File: config.mk
export PLATFORM = sky130hd
export DESIGN_NAME = serial_frame_deframer_checksum_top
export DESIGN_NICKNAME = d
export VERILOG_FILES = /design/src/rtl/sfdc_pkg.sv /design/src/rtl/sfdc_parser.sv /design/src/rtl/serial_frame_deframer_checksum_top.sv
export SDC_FILE = /design/constraint.sdc
export NUM_CORES = 1
export LEC_CHECK = 0
export ABC_AREA = 1
export ABC_CLOCK_PERIOD_IN_PS = 7000
export BUFFER_PORTS_ARGS = -buffer_cell sky130_fd_sc_hd__clkbuf_2
export CORE_MARGIN = 2
export CORE_UTILIZATION = 55
export CTS_CLUSTER_SIZE = 25
export DETAILED_ROUTE_END_ITERATION = 8
export GPL_TIMING_DRIVEN = 1
export PLACE_DENSITY = 0.79
export SLEW_MARGIN = 20
export SYNTH_ARGS = -nofsm -noshare
export SYNTH_HDL_FRONTEND = slang
export SYNTH_SLANG_ARGS = --single-unit
File: constraint.sdc
create_clock -name i_clk -period 7 [get_ports i_clk]
set_input_delay 0.35 -clock i_clk [delete_from_list [all_inputs] [get_ports i_clk]]
set_output_delay 0.35 -clock i_clk [all_outputs]
set_load 0.02 [all_outputs]
File: src/rtl/sfdc_pkg.sv
package sfdc_pkg;

    // Default framing markers
    localparam logic [7:0] START_MARKER_RST = 8'hBB;
    localparam logic [7:0] END_MARKER_RST   = 8'h7E;

    // Packed tail of the payload
    localparam int WORD_BYTES = 8;
    localparam int WORD_BITS  = 8 * WORD_BYTES;
    localparam int OUT_WORD_W = 64;

    // Result beat width, padded to whole bytes
    localparam int RES_BITS   = 2 + 5 * 8 + OUT_WORD_W + 1;
    localparam int RES_TDATA_W = ((RES_BITS + 7) / 8) * 8;

    // Configuration register indices
    localparam int CFG_IDX_W = 1;
    localparam logic [CFG_IDX_W-1:0] CFG_START_MARKER = 1'b0;
    localparam logic [CFG_IDX_W-1:0] CFG_END_MARKER   = 1'b1;

    // Known command set for type zero
    localparam logic [7:0] TYPE_SYSTEM  = 8'h00;
    localparam logic [7:0] CMD_A        = 8'h02;
    localparam logic [7:0] CMD_RANGE_LO = 8'h08;
    localparam logic [7:0] CMD_RANGE_HI = 8'h0C;

    typedef enum logic [2:0] {
        PH_HUNT,
        PH_TYPE,
        PH_CMD,
        PH_LEN,
        PH_PAYLOAD,
        PH_CHECK,
        PH_END
    } t_phase;

    typedef enum logic [1:0] {
        ST_OK      = 2'd0,
        ST_SUM_ERR = 2'd1,
        ST_END_ERR = 2'd2
    } t_status;

    typedef struct packed {
        logic                  known;
        logic [OUT_WORD_W-1:0] word;
        logic [7:0]            second;
        logic [7:0]            first;
        logic [7:0]            length;
        logic [7:0]            command;
        logic [7:0]            ftype;
        t_status               status;
    } t_result;

    function automatic logic is_known(input logic [7:0] ftype, input logic [7:0] cmd);
        logic hit;
        begin
            hit = 1'b0;
            if (ftype == TYPE_SYSTEM) begin
                hit = (cmd inside {CMD_A, [CMD_RANGE_LO:CMD_RANGE_HI]});
            end
            return hit;
        end
    endfunction

endpackage

File: src/rtl/sfdc_parser.sv
module sfdc_parser (
    input  logic               i_clk,
    input  logic               i_rst_n,
    input  logic               i_beat,
    input  logic [7:0]         i_byte,
    input  logic [7:0]         i_start_marker,
    input  logic [7:0]         i_end_marker,
    output logic               o_emit,
    output sfdc_pkg::t_result  o_result
);
    import sfdc_pkg::*;

    t_phase                r_phase, n_phase;
    logic [7:0]            r_type, n_type;
    logic [7:0]            r_cmd, n_cmd;
    logic [7:0]            r_len, n_len;
    logic [7:0]            r_seen, n_seen;
    logic [7:0]            r_sum, n_sum;
    logic [WORD_BITS-1:0]  r_pack, n_pack;
    logic [15:0]           r_first2, n_first2;
    logic [WORD_BITS+7:0]  shifted;
    logic [7:0]            sum_add;
    t_status               status;

    assign shifted = {r_pack, i_byte};
    assign sum_add = r_sum + i_byte;

    // Phase register
    always_ff @(posedge i_clk) begin
        if (!i_rst_n) begin
            r_phase <= PH_HUNT;
        end else if (i_beat) begin
            r_phase <= n_phase;
        end
    end

    // Frame fields, only meaningful once a frame has been opened
    always_ff @(posedge i_clk) begin
        if (i_beat) begin
            r_type   <= n_type;
            r_cmd    <= n_cmd;
            r_len    <= n_len;
            r_seen   <= n_seen;
            r_sum    <= n_sum;
            r_pack   <= n_pack;
            r_first2 <= n_first2;
        end
    end

    // Per-byte parse step
    always_comb begin
        n_phase  = r_phase;
        n_type   = r_type;
        n_cmd    = r_cmd;
        n_len    = r_len;
        n_seen   = r_seen;
        n_sum    = r_sum;
        n_pack   = r_pack;
        n_first2 = r_first2;
        o_emit   = 1'b0;
        status   = ST_OK;
        case (r_phase)
            PH_HUNT: begin
                if (i_byte == i_start_marker) begin
                    n_phase = PH_TYPE;
                end
            end
            PH_TYPE: begin
                n_type  = i_byte;
                n_sum   = i_byte;
                n_phase = PH_CMD;
            end
            PH_CMD: begin
                n_cmd   = i_byte;
                n_sum   = sum_add;
                n_phase = PH_LEN;
            end
            PH_LEN: begin
                n_len    = i_byte;
                n_sum    = sum_add;
                n_seen   = 8'd0;
                n_pack   = '0;
                n_first2 = 16'd0;
                n_phase  = (i_byte != 8'd0) ? PH_PAYLOAD : PH_CHECK;
            end
            PH_PAYLOAD: begin
                n_sum = sum_add;
                if (r_seen == 8'd0) begin
                    n_first2 = {i_byte, 8'd0};
                end else if (r_seen == 8'd1) begin
                    n_first2 = {r_first2[15:8], i_byte};
                end
                n_pack = shifted[WORD_BITS-1:0];
                n_seen = r_seen + 8'd1;
                if (n_seen >= r_len) begin
                    n_phase = PH_CHECK;
                end
            end
            PH_CHECK: begin
                if (i_byte != r_sum) begin
                    o_emit  = 1'b1;
                    status  = ST_SUM_ERR;
                    n_phase = PH_HUNT;
                end else begin
                    n_phase = PH_END;
                end
            end
            PH_END: begin
                o_emit  = 1'b1;
                status  = (i_byte == i_end_marker) ? ST_OK : ST_END_ERR;
                n_phase = PH_HUNT;
            end
            default: begin
                n_phase = PH_HUNT;
            end
        endcase
    end

    // Result fields come from the held frame state; the status comes from the current byte
    always_comb begin
        o_result.status  = status;
        o_result.ftype   = r_type;
        o_result.command = r_cmd;
        o_result.length  = r_len;
        o_result.first   = r_first2[15:8];
        o_result.second  = r_first2[7:0];
        o_result.word    = OUT_WORD_W'(r_pack);
        o_result.known   = is_known(r_type, r_cmd);
    end

endmodule

File: src/rtl/serial_frame_deframer_checksum_top.sv
// Channel   Dir  Width  Contents
// s_axis    in   8      rx_byte
// m_axis    out  112    frame result, one beat per frame
// cfg       in   8      start_marker (index 0), end_marker (index 1)
//
// One received byte is taken per cycle unless s_axis_tready is low; a result
// beat appears the cycle after the checksum byte (mismatch) or the end byte
// that completes a frame. The result register frees the input: s_axis_tready
// falls only while a result waits and m_axis_tready is low.
// Reset is synchronous and active low; it returns the parser to start-marker
// hunting and restores the default markers.
module serial_frame_deframer_checksum_top (
    input  logic                              i_clk,
    input  logic                              i_rst_n,
    input  logic                              s_axis_tvalid,
    output logic                              s_axis_tready,
    // [7:0] rx_byte
    input  logic [7:0]                        s_axis_tdata,
    output logic                              m_axis_tvalid,
    input  logic                              m_axis_tready,
    // [1:0] frame_status, [9:2] frame_type, [17:10] command_code,
    // [25:18] payload_length, [33:26] payload_first, [41:34] payload_second,
    // [105:42] payload_word, [106] known_command, [111:107] zero
    output logic [sfdc_pkg::RES_TDATA_W-1:0]  m_axis_tdata,
    input  logic                              i_cfg_we,
    input  logic [sfdc_pkg::CFG_IDX_W-1:0]    i_cfg_idx,
    input  logic [7:0]                        i_cfg_data
);
    import sfdc_pkg::*;

    logic [7:0] r_start_marker;
    logic [7:0] r_end_marker;
    logic       r_out_valid;
    t_result    r_out;
    logic       beat;
    logic       emit;
    t_result    result;

    assign s_axis_tready = !r_out_valid || m_axis_tready;
    assign beat          = s_axis_tvalid && s_axis_tready;

    // Marker registers
    always_ff @(posedge i_clk) begin
        if (!i_rst_n) begin
            r_start_marker <= START_MARKER_RST;
            r_end_marker   <= END_MARKER_RST;
        end else if (i_cfg_we) begin
            case (i_cfg_idx)
                CFG_START_MARKER: r_start_marker <= i_cfg_data;
                CFG_END_MARKER:   r_end_marker   <= i_cfg_data;
                default: begin
                end
            endcase
        end
    end

    sfdc_parser u_parser (
        .i_clk          (i_clk),
        .i_rst_n        (i_rst_n),
        .i_beat         (beat),
        .i_byte         (s_axis_tdata),
        .i_start_marker (r_start_marker),
        .i_end_marker   (r_end_marker),
        .o_emit         (emit),
        .o_result       (result)
    );

    // Result register
    always_ff @(posedge i_clk) begin
        if (!i_rst_n) begin
            r_out_valid <= 1'b0;
        end else if (beat && emit) begin
            r_out_valid <= 1'b1;
        end else if (m_axis_tready) begin
            r_out_valid <= 1'b0;
        end
    end

    always_ff @(posedge i_clk) begin
        if (beat && emit) begin
            r_out <= result;
        end
    end

    assign m_axis_tvalid = r_out_valid;
    assign m_axis_tdata  = RES_TDATA_W'(r_out);

endmodule

## Word level (Yosys, flattened, before mapping)

Index checks and enable logic that the tools add are counted.

| cells by class | value |
|---|---|
| reductions and logical operators | 24 |
| order comparisons | 3 |
| muxes and demuxes | 18 |
| div/mod/pow operators | 0 |
| multipliers | 0 |
| add/sub/neg operators | 2 |
| bitwise gates (word level) | 1 |
| equality and inequality tests | 15 |
| shift-type cells | 0 |

Operators by type and width:

| kind | count |
|---|---|
| $pmux W64 S2 | 1 |
| $pmux W16 S2 | 1 |
| $pmux W8 S2 | 2 |
| $pmux W3 S6 | 1 |
| $eq A8 B8 Y1 | 2 |
| $logic_not A8 Y1 | 2 |
| $mux W16 | 1 |
| $reduce_and A2 Y1 | 7 |
| $eq A3 B3 Y1 const B | 3 |
| $mux W3 | 3 |
| $reduce_and A3 Y1 | 3 |
| $add A8 B1 Y8 const B | 1 |
| $add A8 B8 Y8 | 1 |
| $eq A8 B1 Y1 const B | 1 |
| $eq A8 B2 Y1 const B | 1 |
| $ge A8 B4 Y1 const B | 1 |
| $ge A8 B8 Y1 | 1 |
| $le A8 B4 Y1 const B | 1 |
| $mux W8 | 1 |
| $ne A8 B8 Y1 | 1 |
| $reduce_bool A2 Y1 | 4 |
| $reduce_bool A8 Y1 | 1 |
| $eq A3 B2 Y1 const B | 2 |
| $ne A2 B1 Y1 const B | 3 |
| other kinds (12) | 18 |

| word-level totals | value |
|---|---|
| ROM bits | 0 |
| register bits after elaboration | 247 |
| memory bits (writable) | 0 |
| output and inout port bits | 114 |
| bits in latches | 0 |
| memories | 0 |

## Longest topological paths before layout

Gate-level depths: netlist of the first run.

| depth | value |
|---|---|
| depth in word-level cells | 5 |
| gate-level depth with buffers | 17 |

## Modules after synthesis

A second synthesis of the first run with hierarchy kept.

| second synthesis, totals | value |
|---|---|
| cells, all modules | 725 |
| area total of the unflattened synthesis | 9500.4 µm² |

By module, submodules not included:

| module | cells an instance | seq. area each (µm²) | area each (µm²) | instances |
|---|---|---|---|---|
| sfdc_parser | 525 | 3663.5 | 5602.9 | 1 |
| serial_frame_deframer_checksum_top | 200 | 3553.4 | 3897.5 | 1 |

## Worst setup path before layout of the first run

No wires, ideal clock.

| timing path | value |
|---|---|
| path kind | register to register |
| start | reg r_out_valid, in the netlist m_axis_tvalid |
| end | reg u_parser.r_first2[10] (enable) |
| data arrival time | 4655 ps |
| path buffers | 0 |
| clock period less this slack | 5031 ps |
| library setup time | 376 ps |
| cell stages (with the launch flop) | 6 |
| setup slack | 1969 ps |
| cell sequence | dfxtp_1 -> nand2_1 -> nand2_1 -> nor2_1 -> inv_1 -> a21oi_1 |

| between the ends | value |
|---|---|
| cells in the longest elaborated chain, start to end | 4 |

Ends and longest elaborated chain:

| what | RTL line | source |
|---|---|---|
| start: declaration | serial_frame_deframer_checksum_top.sv:33 | `logic r_out_valid;` |
| start signal: assignment | serial_frame_deframer_checksum_top.sv:71 | `r_out_valid <= 1'b0;` |
| start signal: assignment | serial_frame_deframer_checksum_top.sv:73 | `r_out_valid <= 1'b1;` |
| start signal: assignment | serial_frame_deframer_checksum_top.sv:75 | `r_out_valid <= 1'b0;` |
| $logic_not A1 Y1 | serial_frame_deframer_checksum_top.sv:39 | `assign s_axis_tready = !r_out_valid \|\| m_axis_tready;` |
| $logic_or A1 B1 Y1 | serial_frame_deframer_checksum_top.sv:39 |  |
| net s_axis_tready | serial_frame_deframer_checksum_top.sv:16 | `output logic s_axis_tready,` |
| $logic_and A1 B1 Y1 | serial_frame_deframer_checksum_top.sv:40 | `assign beat = s_axis_tvalid && s_axis_tready;` |
| $reduce_and A3 Y1 (no line) | -- |  |
| end signal: assignment | sfdc_parser.sv:46 | `r_first2 <= n_first2;` |
| end: declaration | sfdc_parser.sv:20 | `logic [15:0] r_first2, n_first2;` |

The timed path passes the listed nets, and every way through them passes these cells.
A chain may end at the register's enable or synchronous reset.

## Worst setup path after layout of the first run

| timing path | value |
|---|---|
| start | reg u_parser.r_phase[2] |
| end | reg u_parser.r_first2[13] (enable) |

| between the ends | value |
|---|---|
| cells in the longest elaborated chain, start to end | 3 |
| elaborated cells on any way between the ends | 5 |

Ends and longest elaborated chain:

| what | RTL line | source |
|---|---|---|
| start: declaration | sfdc_parser.sv:13 | `t_phase r_phase, n_phase;` |
| start signal: assignment | sfdc_parser.sv:33 | `r_phase <= n_phase;` |
| $eq A3 B3 Y1 / $eq A3 B2 Y1 (equally long branches) | sfdc_parser.sv:62 | `case (r_phase)` |
| $ne A2 B1 Y1 (no line) / $reduce_bool A2 Y1 (equally long branches) | -- |  |
| $reduce_and A3 Y1 (no line) * | -- |  |

Every way passes the cells marked *; elsewhere a longest branch is shown, timed or not.

==> metrics, run 1 <==
Synth Warn #=0; Starting Density=0.567; average wire per standard cell=16.3 um; Mapped Area=9470 um^2; final hold violations=0; global-route wire length before repair=27.6 mm; Clk pin slew, worst setup/hold paths=approximately 0.060 ns; NumNets Final=between 900 and 1000; clk_lat worst skew=between 0.5 and 0.6 ns; final WL=between 15 and 20 mm; diode count=0; initial antenna violation count=0; I/O Buffers=130; VDD IR-drop max=between 200 and 300 uV; Remaining DRCs=0; most common cell in the netlist=edfxtp_1; filler instances=about 1200; clk sinks=roughly 250; min-delay worst type=primary input to register; worst-path maximum fanout=between 80 and 90; via count of the first global-routing pass=between 5000 and 6000; Root Driver=clkbuf_16; area occupied by multi-input gates=1720 um^2; Area contributors post-synth=edfxtp_1 72%, inv_1 4.6%, nor2_1 4.6%; max cap viols=0; Routed Antenna Nets=0; GPL Wtd Cong=~0.84; Iteration-0 DRC Markers=a little over 500; via count=5573; Commonest cells post-synth=227 x edfxtp_1, 115 x inv_1, 115 x nor2_1; register bit total from synthesis=approximately 250; RSZ-0062 raised after global routing=no; Power Dens Cells=330 nW/um^2; fin worst setup slack=approximately 3.6 ns; CP required=approximately 7 ns; Post-synth ARST share=0; largest net degree at the start of global routing=just over 80; die width=about 140 um; Area Growth Syn to Fin=17.7%; H-tree levels=1; number of enable flip-flop cells after synthesis=227; HPWL after DPL=~12 mm; hold buffer count at cts=0; Least-Margin Pin Slew=about 0.94 ns; placed inst area=between 10000 and 15000 um^2; clk buf depth=3; clock skew=roughly 0.0076 ns; Final setup viols=0; Worst setup EP type=register; area of the core=around 17000 um^2; max-slew violations=0; TNS Setup=0 ns; Ports=~140; postcts setup bufs=0; leakage=between 4 and 5 nW; Most used DFF post-synth=edfxtp_1; sequential fraction of the synthesis area=0.762; Cell Rows=47; top-area cell type share of the netlist area=0.720; Synth Instances=a little over 700; relative slew slack=0.371; Final Core Density=0.668; DR vias/cell=roughly 5; Arr. time, crit path=approximately 3.5 ns; cell taking the most area after synthesis=edfxtp_1; Layout Cell Area excl Fill=around 11000 um^2; Die Ht=around 140 um; Tot GR Track Use=0.197; layout cells sized above 1=0.214; pre-CTS WS=approximately 3.6 ns; gr ovfl total=0; TritonCTS clock tree=built; die area=between 15000 and 20000 um^2; # resized after CTS=0; Setup crit start kind=register; status=finished clean; post-synthesis cell type count=37; first-pass detailed-route iteration total=5; total CTS buffers=24; minimum clock period=roughly 3.4 ns; Placed Instances=around 1100; FMAX=between 200 and 300 MHz; Non-Filler Instances=1099; Avg Cell Area, Syn=between 10 and 15 um^2; final cycle utilization of the critical path=0.484; Reg area=around 7200 um^2; WS Path Type=register to register
## cell families after synthesis
group | count (synthesis) | share of synthesized area
AO/OA/AOI/OAI | 39 | 0.0247
XOR/XNOR | 14 | 0.0129
adder cells (fa/ha/maj) | 19 | 0.0259
buffers and inverters | 139 | 0.0583
flip-flops | 247 | 0.762
other | 1 | 0.000396
AND/OR/NAND/NOR | 261 | 0.116
## cell usage in the layout, fill, tap and decap left out, types with 13 or more instances in the layout
cell type  netlist  routed
edfxtp_1       227     227
clkbuf_2         0     130
nor2_1         115     114
inv_1          115     114
nand2_1         91      91
clkbuf_16        0      24
nand3_1         22      22
dfxtp_1         20      20
ha_1            18      18
nor3_1          13      13
## final cells by class
| type | count | share of cell area |
|---|---|---|
| timing repair buffer | 133 | 0.0604 |
| tap | 220 | 0.0247 |
| multi-input combinational | 338 | 0.155 |
| clock buffer | 28 | 0.0561 |
| sequential | 247 | 0.647 |
| clock inverter | 12 | 0.0159 |
| inverter | 121 | 0.0410 |
## metal layers
| layer | share of wire | routed length, um | GRT usage |
|---|---|---|---|
| met1 | 0.41 | 7400 | 0.264 |
| met2 | 0.49 | 8850 | 0.328 |
| met3 | 0.064 | 1150 | 0.0333 |
| met4 | 0.029 | 527 | 0.0735 |
| met5 | 0 | 0 | 0 |
## critical path: stages, from the launching register on
cell	delay, ns
dfxtp_1	0.53
nand2_4	0.48
inv_2	0.27
nor2_4	0.08
nor2_4	0.07
buf_4	0.70
inv_1	0.14
a21oi_1	0.66
## through the flow
stage / hold WS [ns] / power, mW
after CTS: 0.0540 / 3.70
after detailed placement: 0.405 / 2.39
after floorplan: 0.400 / 2.26
final: 0.0623 / 3.68
after global placement: 0.404 / 2.37
after global routing: 0.0585 / 3.83
## state kept, by name, indices dropped and copies added (netlist names)
register and cells:
u_parser.r_seen 8, u_parser.r_first2 16, u_parser.r_type 8, u_parser.r_phase 3, u_parser.r_cmd 8, u_parser.r_len 8
u_parser.r_pack 64, u_parser.r_sum 8, r_start_marker 8, r_end_marker 8, m_axis_tdata 107, m_axis_tvalid 1
## power by group
group | switching (mW) | internal (mW)
clock | 0.517 | 0.787
sequential | 0.0846 | 1.83
combinational | 0.323 | 0.145
total | 0.924 | 2.76
## worst paths after layout
kind	slack, ns	start	end	cells after the start
worst max register to register	3.61	u_parser.r_phase[2]	u_parser.r_first2[13]	7
worst max-delay path	3.61	u_parser.r_phase[2]	u_parser.r_first2[13]	7
worst min-delay path	0.06	i_cfg_data[2]	r_end_marker[2]	3
worst min register to register	0.42	u_parser.r_pack[56]	m_axis_tdata[98]	0
Note: power is estimated with default switching activity, not from simulation.
==> run 2, diff against run 1 <==
- ABC_CLOCK_PERIOD_IN_PS: 7000 -> 3600
- clock period: 7 -> 3.6 ns (I/O delays scaled with it)
==> metrics, run 2 (synthesis gave the netlist of run 1 again) <==
status=finished clean; diode count=0 (unchanged); max-slew violations=0 (unchanged); Clk pin slew, worst setup/hold paths=0.06 ns (about the same); Ports=136 (unchanged); FMAX=between 300 and 400 MHz; clk_lat worst skew=0.51 ns (about the same); Placed Instances=1061 (+0.19%); most frequent cells in the layout=227 x edfxtp_1, 130 x clkbuf_2, 114 x nor2_1, 114 x inv_1, 91 x nand2_1; die width=135 um (unchanged); DR vias/cell=5.04 (-0.66%); Arr. time, crit path=2.94 ns (-0.59 ns); global-route wire length before repair=27.6 mm (unchanged); RSZ-0062 raised after global routing=no; total CTS buffers=24 (unchanged); max cap viols=0 (unchanged); final hold violations=0 (unchanged); TNS Setup=0 ns (unchanged); max FFs per register=107 (unchanged); Area Growth Syn to Fin=18.9%; I/O Buffers=130 (unchanged); clk sinks=247 (unchanged); top layer in use=met4; VDD IR-drop max=443 uV (+76%); clk buf depth=3 (unchanged); Die Ht=135 um (unchanged); Tot GR Track Use=0.196 (-0.00129); GPL Wtd Cong=0.845 (+0.21%); Cell Rows=47 (unchanged); Setup crit start kind=primary input; die area=18300 um^2 (unchanged); Iteration-0 DRC Markers=552 (+9.5%); commonest non-fill, non-tap cell in the layout=edfxtp_1; Worst setup EP type=register; Power Dens Cells=623 nW/um^2 (+89%); gr ovfl total=0 (unchanged); Starting Density=0.567 (unchanged); final cycle utilization of the critical path=0.748; via count of the first global-routing pass=5476 (+2.3%); leakage=4.67 nW (+0.62%); postcts setup bufs=0 (unchanged); Root Driver=clkbuf_16; largest net degree at the start of global routing=81 (-1.2%); via count=5622 (+0.88%); Reg area=7220 um^2 (unchanged); min-delay worst type=primary input to register; relative slew slack=0.377 (+0.00665); area of the core=16700 um^2 (unchanged); Routed Antenna Nets=0 (unchanged); Final setup viols=0 (unchanged); metal2 WL=8.54 mm (-3.6%); clock skew=0.0121 ns (+0.00449 ns); filler instances=1165 (-1.7%); CP required=3.85 ns (-3.29 ns); initial antenna violation count=0 (unchanged); NumNets Final=919 (+1.4%); M1 wire length=7.42 mm (+0.34%); metal3 WL=1.03 mm (-10%); average wire per standard cell=15.7 um (-3.6%); Non-Filler Instances=1116 (+1.5%); TritonCTS clock tree=built; H-tree levels=1 (unchanged); layout cells sized above 1=0.213 (-0.000710); WS Path Type=primary input to register; final WL=17.6 mm (-2.1%); HPWL after DPL=11.5 mm (-1.3%); Remaining DRCs=0 (unchanged); first-pass detailed-route iteration total=5 (unchanged); worst-path maximum fanout=46 (-43%); Least-Margin Pin Slew=0.934 ns (-0.00997 ns); minimum clock period=between 2 and 3 ns; area occupied by multi-input gates=1720 um^2 (unchanged)
-- run 2: cell count changes in the layout (fill, tap and decap cells not counted), sizes merged --
cell         before  now
clkinv            8   10
buf               3    5
bufinv            4    2
clkinvlp          0    4
dlygate4sd3       0   11
-- run 2: through the flow --
step	hold slack [ns]	power (mW)	cell area (um^2)	worst slack, ns	utilization
finish	0.0314	7.02	11300	0.906	0.674
global route	0.0118	7.34	11300	0.696	0.674
CTS	0.00800	7.08	11300	0.908	0.674
detailed placement	0.405	4.66	10400	0.890	0.622
global placement	0.399	4.61	10400	0.928	0.622
floorplan	0.279	4.38	9500	0.403	-
-- run 2: routing by layer --
| metal | GRT usage | up-vias |
|---|---|---|
| met4 | 0.0712 | 0 |
| met2 | 0.323 | 183 |
| met1 | 0.264 | 2680 |
| li1 | - | 2715 |
| met3 | 0.0367 | 44 |
| met5 | 0 | - |
-- run 2: final timing paths --
kind,from,to,slack (ns),cells past startpoint
worst max register to register,u_parser.r_sum[3],m_axis_tdata[92],0.95,10
worst max-delay path,s_axis_tdata[4],m_axis_tdata[92],0.91,12
worst min-delay path,s_axis_tdata[7],u_parser.r_cmd[7],0.03,1
worst min register to register,u_parser.r_first2[9],m_axis_tdata[27],0.41,0
-- run 2: critical path, stage by stage --
cell and delay (ns):
dlygate4sd3_1 0.53, clkbuf_2 0.19, ha_1 0.39, nor2_1 0.12
nand3_1 0.07, nor2_1 0.13, nand2_1 0.07, nand2_1 0.09
nand2_1 0.06, nand2_1 0.11, clkinvlp_4 0.56, buf_12 0.43
-- run 2: what timing repair did --
item	4_1_cts	5_1_grt
hold endpoints to repair	25	0
hold buffers	11	0
resized for setup	0	0
-- run 2: power by group --
part	internal, mW	switching (mW)
clock	1.38	1.02
combinational	0.295	0.622
sequential	3.55	0.155
total	5.22	1.80
-- run 2: layout make-up --
cell class | count | area share
flip-flops and latches | 247 | 0.641
multi-input cells | 338 | 0.153
repair buffers | 146 | 0.0731
clock buffers | 28 | 0.0546
inverters | 121 | 0.0407
well taps | 220 | 0.0244
clock inverters | 16 | 0.0134
==> run 3, diff against run 2 <==
- ABC_CLOCK_PERIOD_IN_PS: 3600 -> 2400
- CORE_UTILIZATION: 55 -> 51
- PLACE_DENSITY: 0.79 -> 0.77
- clock period: 3.6 -> 2.4 ns (I/O delays scaled with it)
==> metrics, run 3 (synthesis gave the netlist of run 1 again) <==
NumNets Final=929 (+1.1%); die area=19700 um^2 (+7.6%); Root Driver=clkbuf_16; VDD IR-drop max=491 uV (+11%); Worst setup EP type=register; final cycle utilization of the critical path=0.969; Die Ht=140 um (+3.7%); Starting Density=0.524 (-0.0434); Setup crit start kind=register; via count=5573 (-0.87%); CP required=2.85 ns (-1.00 ns); initial antenna violation count=0 (unchanged); Reg2Reg Depth=17 (+7); Final setup viols=0 (unchanged); first-pass detailed-route iteration total=5 (unchanged); Arr. time, crit path=2.77 ns (-0.17 ns); Least-Margin Pin Slew=0.809 ns (-0.125 ns); filler instances=1364 (+17%); leakage=4.73 nW (+1.3%); status=finished clean; Clk pin slew, worst setup/hold paths=0.06 ns (about the same); min-delay worst type=primary input to register; average wire per standard cell=15.7 um (-0.38%); clk sinks=247 (unchanged); worst-path maximum fanout=5 (-89%); Design Power=10.9 mW (+55%); global-route wire length before repair=27.8 mm (+0.65%); Cell Rows=49 (+4.3%); minimum clock period=around 2.3 ns; FMAX=roughly 430 MHz; placed inst area=10500 um^2 (+1.5%); flop2flop setup slack=0.07 ns (-0.88 ns); GPL Wtd Cong=0.878 (+3.8%); WS Path Type=register to register; diode count=0 (unchanged); final WL=17.8 mm (+1.4%); largest net degree at the start of global routing=80 (-1.2%); layout cells sized above 1=0.252 (+0.0393); Layout Cell Area excl Fill=11500 um^2 (+2.3%); Ports=136 (unchanged); Routed Antenna Nets=0 (unchanged); clk buf depth=3 (unchanged); DR vias/cell=4.91 (-2.6%); clk_lat worst skew=0.51 ns (about the same); die width=140 um (+3.7%); TritonCTS clock tree=built; via count of the first global-routing pass=5415 (-1.1%); area of the core=18100 um^2 (+8.3%); HPWL after DPL=11.5 mm (about the same); Tot GR Track Use=0.181 (-0.0153); Hold Path End=u_parser.r_len[7]; hold path startpoint=s_axis_tdata[7]; commonest non-fill, non-tap cell in the layout=edfxtp_1; Remaining DRCs=0 (unchanged); Area Growth Syn to Fin=21.7%; Final Core Density=0.637 (-0.0371); most frequent cells in the layout=227 x edfxtp_1, 130 x clkbuf_2, 111 x nor2_1, 111 x inv_1, 83 x nand2_1; H-tree levels=1 (unchanged); hold_ws=0.0266 ns (-0.00481 ns); I/O Buffers=130 (unchanged); Iteration-0 DRC Markers=362 (-34%); pre-CTS WS=0.0545 ns (-0.835 ns); fin worst setup slack=0.0747 ns (-0.832 ns); gr ovfl total=0 (unchanged); Hold Path Cell Cnt=1 (unchanged); final hold violations=0 (unchanged); clock skew=0.00938 ns (-0.00276 ns); total CTS buffers=25 (+4.2%); max cap viols=0 (unchanged); Worst R2R End=u_parser.r_phase[2]; Power Dens Cells=943 nW/um^2 (+51%); max-slew violations=0 (unchanged); max FFs per register=107 (unchanged); relative slew slack=0.461 (+0.0834); Reg-to-Reg Start=u_parser.r_seen[0]
run 3: power by group:
group	internal, mW	switching, mW	total [mW]
clock network	2.24	1.56	3.80
logic	0.528	0.981	1.51
registers	5.32	0.239	5.56
total	8.09	2.78	10.9
run 3: what timing repair did:
action	4_1_cts	5_1_grt
hold buffers	11	0
hold endpoints to repair	23	0
gates resized for setup	0	14
setup buffers	0	1
endpoints found under the setup margin	0	3
run 3: per-stage QoR:
stage | TNS, ns | cells
after floorplan | -79.49 | 724
after global placement | 0 | 1078
after detailed placement | 0 | 1078
after CTS | 0 | 1135
after global routing | -0.253 | 1136
final | 0 | 1136
run 3: routing by layer:
| layer | track usage | wire length [um] | vias up |
|---|---|---|---|
| li1 | - | - | 2738 |
| met1 | 0.244 | 7570 | 2620 |
| met2 | 0.302 | 8800 | 178 |
| met3 | 0.0315 | 1020 | 37 |
| met4 | 0.0585 | 417 | 0 |
| met5 | 0 | 0 | - |
run 3: cell type report:
type,count,area [um^2],share of cell area
Clock inverter,18,174,0.0151
Tap cell,229,287,0.0249
Multi-Input combinational cell,338,1870,0.162
Sequential cell,247,7220,0.626
Clock buffer,28,637,0.0552
Inverter,121,460,0.0399
Timing Repair Buffer,155,878,0.0762
run 3: worst max path at each step:
stage                        from                  end  slack (ns)  cells past startpoint
3_3_place_gp   u_parser.r_seen[0]  u_parser.r_phase[1]        0.20                     17
4_1_cts        u_parser.r_seen[0]  u_parser.r_phase[2]        0.02                     13
2_1_floorplan   u_parser.r_sum[1]      m_axis_tdata[0]       -0.72                      9
6_report       u_parser.r_seen[0]  u_parser.r_phase[2]        0.07                     17
3_5_place_dp   u_parser.r_seen[0]  u_parser.r_phase[2]        0.05                     13
5_1_grt        u_parser.r_seen[0]  u_parser.r_phase[0]       -0.09                     17
run 3: worst max-delay path: stages (launching register included):
cell      delay (ns)
edfxtp_1        0.39
ha_2            0.21
nand2_1         0.08
inv_2           0.08
nand2_2         0.05
nor2_1          0.12
nand2_1         0.07
xor2_1          0.17
inv_1           0.10
ha_4            0.27
nand2_2         0.06
nor2_2          0.12
nand2_1         0.08
nand2_2         0.11
nand3_4         0.11
nand2_2         0.08
nand2_1         0.05
nor2_1          0.10
